## src/sv/aoct_pkg.sv

```systemverilog
// Package for the address occurrence count table.
// Holds shared constants and the status codes; depends on nothing.
`timescale 1ns / 1ps
package aoct_pkg;
  localparam int unsigned BucketBitsDefault = 10;
  localparam int unsigned WaysDefault = 4;
  localparam logic [31:0] HashMultReset = 32'd1640531527;
  localparam logic [31:0] CountMax = 32'hFFFF_FFFF;

  typedef enum logic [1:0] {
    StCounted  = 2'd0,
    StInserted = 2'd1,
    StDropped  = 2'd2,
    StRead     = 2'd3
  } status_e;
endpackage

```

## src/sv/aoct_hash.sv

```systemverilog
// Multiplicative hash of an address into a bucket number, one register stage.
// Depends on aoct_pkg.
`timescale 1ns / 1ps
module aoct_hash #(
  parameter int unsigned BUCKET_BITS = aoct_pkg::BucketBitsDefault
) (
  input  logic                   clk_i,
  input  logic [31:0]            address_i,
  input  logic [31:0]            mult_i,
  output logic [BUCKET_BITS-1:0] bucket_o
);
  import aoct_pkg::*;
  logic [31:0] product;
  assign product = address_i * mult_i;
  always_ff @(posedge clk_i) begin
    bucket_o <= product[31 -: BUCKET_BITS];
  end
endmodule

```

## config.mk

```make
export PLATFORM = sky130hd
export DESIGN_NAME = aoct_hash
export DESIGN_NICKNAME = d
export VERILOG_FILES = /design/src/sv/aoct_pkg.sv /design/src/sv/aoct_hash.sv
export SDC_FILE = /design/constraint.sdc
export NUM_CORES = 1
export LEC_CHECK = 0
export ABC_AREA = 0
export BUFFER_PORTS_ARGS = -buffer_cell sky130_fd_sc_hd__buf_2
export CAP_MARGIN = 25
export CORE_MARGIN = 3
export CORE_UTILIZATION = 55
export CTS_CLUSTER_SIZE = 12
export DETAILED_ROUTE_END_ITERATION = 10
export HOLD_SLACK_MARGIN = 0.12
export PLACE_DENSITY = 0.76
export SYNTH_ARGS = -nofsm -noshare
export SYNTH_HDL_FRONTEND = slang
export SYNTH_SLANG_ARGS = --single-unit
export TNS_END_PERCENT = 10
```

## constraint.sdc

```tcl
create_clock -name clk_i -period 8.05 [get_ports clk_i]
set_clock_uncertainty 0.2 [all_clocks]
set_input_delay 0.805 -clock clk_i [delete_from_list [all_inputs] [get_ports clk_i]]
set_output_delay 0.805 -clock clk_i [all_outputs]
set_load 0.005 [all_outputs]
```

==> results of run 1 <==
-- per-layer routing --
metal	vias up	GRT usage
met5	-	0
met4	0	0.0821
met3	71	0.0261
met2	372	0.452
met1	5699	0.362
li1	4735	-
-- stage by stage --
stage / cells / instance area [sq um]
6_report: 2036 / 16100
5_1_grt: 2036 / 16100
4_1_cts: 2035 / 16100
3_5_place_dp: 2031 / 16000
3_3_place_gp: 2031 / 16000
2_1_floorplan: 1657 / 15500
-- worst paths after layout --
path                    start           to
setup / recovery    mult_i[7]  bucket_o[7]
hold / removal    bucket_o[4]  bucket_o[4]
-- kinds of logic (layout without fill, tap and decap cells) --
family | Yosys count | after routing | synth area share
fa+ha+maj | 527 | 527 | 0.624
simple gates | 560 | 560 | 0.197
xor+xnor | 69 | 69 | 0.0391
other cells | 0 | 1 | 0
flops | 10 | 10 | 0.0130
compound gates | 38 | 38 | 0.0169
buf+inv | 453 | 459 | 0.110
-- placed cells by master (no fill, tap or decap), types with 2 or more instances in the layout --
cell and n:
xor2_1 15, xnor2_1 54, nor2_1 11, fa_1 407, buf_2 74, nor2b_1 2
ha_1 120, a21oi_1 13, nand4_1 8, nor3_1 4, buf_4 7, nand2_1 175
and2_1 355, inv_1 374, dfxtp_1 10, clkbuf_16 3, o21ai_0 12
-- area by class of cell --
cell class              count  area share
repair buffers             81      0.0262
flip-flops and latches     10      0.0124
diodes                      1    0.000155
well taps                 372      0.0288
inverters                 374      0.0870
multi-input cells        1194       0.840
clock buffers               4     0.00551
==> out/metrics.cfg, run 1 <==
[synthesis]
ys_seq_area_frac=0.0130
synth_ff_type=dfxtp_1
synthTopCellsByCount=fa_1 (407), inv_1 (374), and2_1 (355)
synth_edf_count=0
syn_inst=1657
yosysTopAreaCellShare=0.527
yosysUniqueCellTypes=34
ys_ff_latch=10
yosys_warnings=0
synth_top_cell_by_area=fa_1
async_flop_share=0
avgSynthCellArea_sq_um=9.33
synth_area_sq_mm=0.0155
syn-num-nets=2249
netlist_top_cells_area=fa_1 (53%), and2_1 (14%), ha_1 (9.7%)
yosysMostFrequentCell=fa_1

[routing]
dr.max_layer_used=met4
drt_wl_total_microns=37900
vias=10877
drtIter0Drc=619
wl_met3_microns=2440
wirelength_met1_microns=15600
drc=0
route.met2.wl_microns=18600
dr.pass1.iters=6
wire_per_inst_microns=18.6
postRouteAntennaNets=0
avgViaCountPerCell=5.34

[critical_path]
critPathBufInv=5
cp.arrival_ps=7370
cp_cell_sequence=buf_2 -> and2_1 -> fa_1 -> fa_1 -> fa_1 -> inv_1 -> fa_1 -> inv_1 -> fa_1 -> inv_1 -> fa_1 -> inv_1 -> fa_1 -> fa_1 -> ha_1 -> nand4_1 -> nor2_1 -> nand4_1 -> a21oi_1 -> o211ai_2 -> a211oi_1 -> nor2_1 -> xnor2_1
slowest_delay_ps=530
cp_slowest_cell=fa_1
critPathCaptureType=flip-flop
cpMostUsedCell=fa_1
crit_type=in2reg
path_delay_family=adder cells
crit_cells=23
crit_fanout=25
required_ps=7980
worstSetupStartpointType=input pin

[floorplanning]
die_w_microns=174
start_util=0.567
io_pins=75
coreArea_sq_mm=0.0273
dieArea_sq_mm=0.0301
dieHeight_microns=174
fp-row-count=60

[clock_network]
clk_pin_slew_ps=40
cts_hold_buffers=0
cts_tree=done
cts_setup_buffers=0
cts-buffers-inserted=3
post_cts_resized=0
cts_sinks=10
cts-root-buf=clkbuf_16
clockBufferDepth=2
h-tree-depth=1

[timing]
fin_crit_ps=7440
fin_crit_sh=0.925
finalSetupViolations=0
rsz0062_at_grt=no
max-slew-margin-rel=0.493
setup_ws_ps=606
fin_setup_tns_ps=0
finalHoldWorstSlack_ps=1240
worst_pin_slew_ps=761
max_freq_mhz=134
maxSlewViolCount=0
finalHoldViolations=0

[finish]
fillers=2318
largest-register=bucket_o
area_delta_synth_final_pct=4.41
seq_area_sq_um=200
multi_input_area_sq_mm=0.0136
final_core_util=0.592
nNetsFinal=2256
largest_reg_flops=10
layout-drive-gt1-share=0.0553
reg_top3=bucket_o: 10 flops

[place]
port_buffers=74
pre_cts_slack_ps=349
gp_congestion=0.885
hpwl_microns=31100

[global_route]
grt_pass1_wl_microns=63700
antenna_found_initial=1
grt_remaining_overflow=0
grt_pass1_vias=12300
track_usage=0.265
grt_max_degree=32

[worst_hold_path]
whs_path_depth=1
hp-class=reg2out

[flow_run]
cap_violations=0

[run_status]
outcome=finished, final reports clean

Power of run 1 is left out: the tool's default activity adds up to more than one toggle a clock period on the data nets, which glitch-free logic cannot reach.
==> run 2: changes to the inputs <==
clock period = 8.9 ns   (was 8.05 ns; I/O delays follow)
==> out/metrics.cfg, run 2 (synthesis results as in run 1) <==
[floorplanning]
fp-row-count=60
start_util=0.567
dieArea_sq_mm=0.0301
coreArea_sq_mm=0.0273
die_w_microns=174
dieHeight_microns=174
io_pins=75

[timing]
maxSlewViolCount=0
fin_crit_ps=7670
finalSetupViolations=0
rsz0062_at_grt=no
fin_setup_tns_ps=0
finalHoldViolations=0
max_freq_mhz=130
worst_pin_slew_ps=727
max-slew-margin-rel=0.516
fin_crit_sh=0.862

[routing]
wire_per_inst_microns=18.5
postRouteAntennaNets=0
vias=10837
drt_wl_total_microns=37700
drtIter0Drc=676
avgViaCountPerCell=5.33
drc=0
dr.pass1.iters=5

[worst_hold_path]
hp-class=reg2out
whs_path_depth=1

[critical_path]
path_delay_family=adder cells
critPathBufInv=5
crit_fanout=26
crit_type=in2reg
cp_slowest_cell=fa_1
cp.arrival_ps=7610
slowest_delay_ps=530
required_ps=8840
critPathCaptureType=flip-flop
cpMostUsedCell=fa_1
cp_cell_sequence=buf_2 -> and2_1 -> fa_1 -> fa_1 -> fa_1 -> inv_1 -> fa_1 -> inv_1 -> fa_1 -> inv_1 -> fa_1 -> inv_1 -> fa_1 -> fa_1 -> ha_1 -> nand4_1 -> nor2_1 -> nand4_1 -> a21oi_1 -> o211ai_2 -> a211oi_1 -> nor2_1 -> xnor2_1
worstSetupStartpointType=input pin
crit_cells=23

[clock_network]
post_cts_resized=0
clockBufferDepth=2
cts_setup_buffers=0
h-tree-depth=1
cts_hold_buffers=0
cts_tree=done
cts_sinks=10
cts-buffers-inserted=3
cts-root-buf=clkbuf_16
clk_pin_slew_ps=40

[finish]
seq_area_sq_um=200
layout-drive-gt1-share=0.0525
nNetsFinal=2251
multi_input_area_sq_mm=0.0136
area_delta_synth_final_pct=4.22
largest-register=bucket_o
mostFrequentLayoutCells=fa_1 (407), inv_1 (374), and2_1 (355), nand2_1 (175), ha_1 (120)
largest_reg_flops=10
layout_commonest_cell=fa_1
fillers=2340
reg_top3=bucket_o: 10 flops

[global_route]
antenna_found_initial=2
grt_max_degree=32
grt_pass1_vias=12004
track_usage=0.266
grtUsageMet3=0.0353
grt_remaining_overflow=0
grt_pass1_wl_microns=63400
grtUsageMet2=0.433
grt_use_met1=0.363
busiest_layer=met2

[flow_run]
cap_violations=0

[place]
hpwl_microns=30600
port_buffers=74
gp_congestion=0.939

[run_status]
outcome=finished, final reports clean

[run 2: changes by cell type in the layout (fill, tap and decap cells not counted), sizes merged]
cell,change
diode,+3
buf,-5
[run 2: path summary, 6_finish.rpt]
kind / startpoint / end
worst max-delay path: mult_i[6] / bucket_o[7]
worst min-delay path: bucket_o[6] / bucket_o[6]
[run 2: layer usage]
layer  routed length, microns  vias to the layer above
li1                         -                     4730
met1                    15500                     5605
met2                    18000                      412
met3                     2460                       90
met4                     1710                        0
met5                        0                        -
[run 2: layout make-up]
| class | instances | area share |
|---|---|---|
| diodes | 4 | 0.000622 |
| clock buffers | 4 | 0.00552 |
| inverters | 374 | 0.0872 |
| multi-input cells | 1194 | 0.841 |
| flip-flops and latches | 10 | 0.0124 |
| well taps | 372 | 0.0289 |
| repair buffers | 76 | 0.0239 |
[run 2: through the flow]
step	instance area, sq um	hold slack, ps	setup WS (ps)	cells	util
after floorplan	15500	974	1720	1657	-
after global placement	16000	1070	1100	2026	0.587
after detailed placement	16000	1070	1000	2026	0.587
after CTS	16100	1340	1240	2030	0.591
after global routing	16100	1350	947	2032	0.591
final	16100	1330	1230	2034	0.591
Power of run 2 is left out for the same reason.
==> run 3: changes to the inputs <==
RECOVER_POWER = 100   (was default)
==> out/metrics.cfg, run 3 (synthesis results as in run 1) <==
[run_status]
outcome=finished, final reports clean

[finish]
layout_commonest_cell=fa_1
largest-register=bucket_o
area_delta_synth_final_pct=4.10
layout-drive-gt1-share=0.0470
fillers=2346
reg_top3=bucket_o: 10 flops
nNetsFinal=2251
mostFrequentLayoutCells=fa_1 (407), inv_1 (374), and2_1 (353), nand2_1 (175), ha_1 (120)
final_area_sq_mm=0.0161
largest_reg_flops=10

[routing]
dr.pass1.iters=5
drt_wl_total_microns=37700
avgViaCountPerCell=5.34
vias=10855
wire_per_inst_microns=18.6
postRouteAntennaNets=0
drtIter0Drc=672
drc=0

[critical_path]
cpMostUsedCell=fa_1
cp-endpoint=bucket_o[7]
slowest_delay_ps=530
critPathBufInv=5
required_ps=8840
crit_fanout=26
crit_type=in2reg
startpoint=mult_i[6]
path_delay_family=adder cells
crit_cells=23
worstSetupStartpointType=input pin
cp_slowest_cell=fa_1
cp.arrival_ps=7690
critPathCaptureType=flip-flop
cp_cell_sequence=buf_2 -> and2_0 -> fa_1 -> fa_1 -> fa_1 -> inv_1 -> fa_1 -> inv_1 -> fa_1 -> inv_1 -> fa_1 -> inv_1 -> fa_1 -> fa_1 -> ha_1 -> nand4_1 -> nor2_1 -> nand4_1 -> a21oi_1 -> o211ai_1 -> a211oi_1 -> nor2_1 -> xnor2_1

[place]
placed_cell_area_sq_mm=0.0160
port_buffers=74
hpwl_microns=30600
gp_congestion=0.939

[floorplanning]
coreArea_sq_mm=0.0273
dieArea_sq_mm=0.0301
fp-row-count=60
dieHeight_microns=174
start_util=0.567
die_w_microns=174
io_pins=75

[timing]
max_freq_mhz=129
max-slew-margin-rel=0.513
fin_crit_sh=0.871
worst_pin_slew_ps=731
finalSetupViolations=0
maxSlewViolCount=0
finalHoldViolations=0
finalHoldWorstSlack_ps=1320
fin_crit_ps=7750
fin_setup_tns_ps=0
rsz0062_at_grt=no

[flow_run]
cap_violations=0

[clock_network]
cts_tree=done
post_cts_resized=0
cts_sinks=10
h-tree-depth=1
cts_hold_buffers=0
cts_setup_buffers=0
clockBufferDepth=2
clk_pin_slew_ps=50
cts-buffers-inserted=3
cts-root-buf=clkbuf_16

[global_route]
grt_remaining_overflow=0
track_usage=0.266
grt_max_degree=32
grt_pass1_wl_microns=63400
antenna_found_initial=2
grt_pass1_vias=12004

[worst_hold_path]
hp-class=reg2out

[run 3: worst min-delay path by stage]
stage | from | end | slack [ps] | depth (start not counted)
global route | bucket_o[7] | bucket_o[7] | 1350 | 1
CTS | bucket_o[6] | bucket_o[6] | 1340 | 1
finish | bucket_o[6] | bucket_o[6] | 1320 | 1
floorplan | bucket_o[0] | bucket_o[0] | 970 | 0
detailed placement | bucket_o[6] | bucket_o[6] | 1070 | 1
global placement | bucket_o[7] | bucket_o[7] | 1070 | 1
[run 3: through the flow]
step,instances,setup WS [ps],util
after global routing,2032,904,0.590
final,2034,1150,0.590
after detailed placement,2026,1000,0.587
after floorplan,1657,1720,-
after global placement,2026,1100,0.587
after CTS,2030,1240,0.591
[run 3: cell type report]
class,count,area (sq um),area share
diodes,4,10.0,0.000622
clock buffers,4,88.8,0.00552
inverters,374,1400,0.0873
multi-input cells,1194,13500,0.842
flip-flops and latches,10,200,0.0124
well taps,372,465,0.0289
repair buffers,76,377,0.0234
[run 3: metal layers]
metal  up-vias  share of wire  global-route usage
met2       424           0.47               0.433
met4         0          0.047               0.107
met5         -              0                   0
met1      5608           0.41               0.363
li1       4729              -                   -
met3        94          0.066              0.0353
Power of run 3 is left out for the same reason.
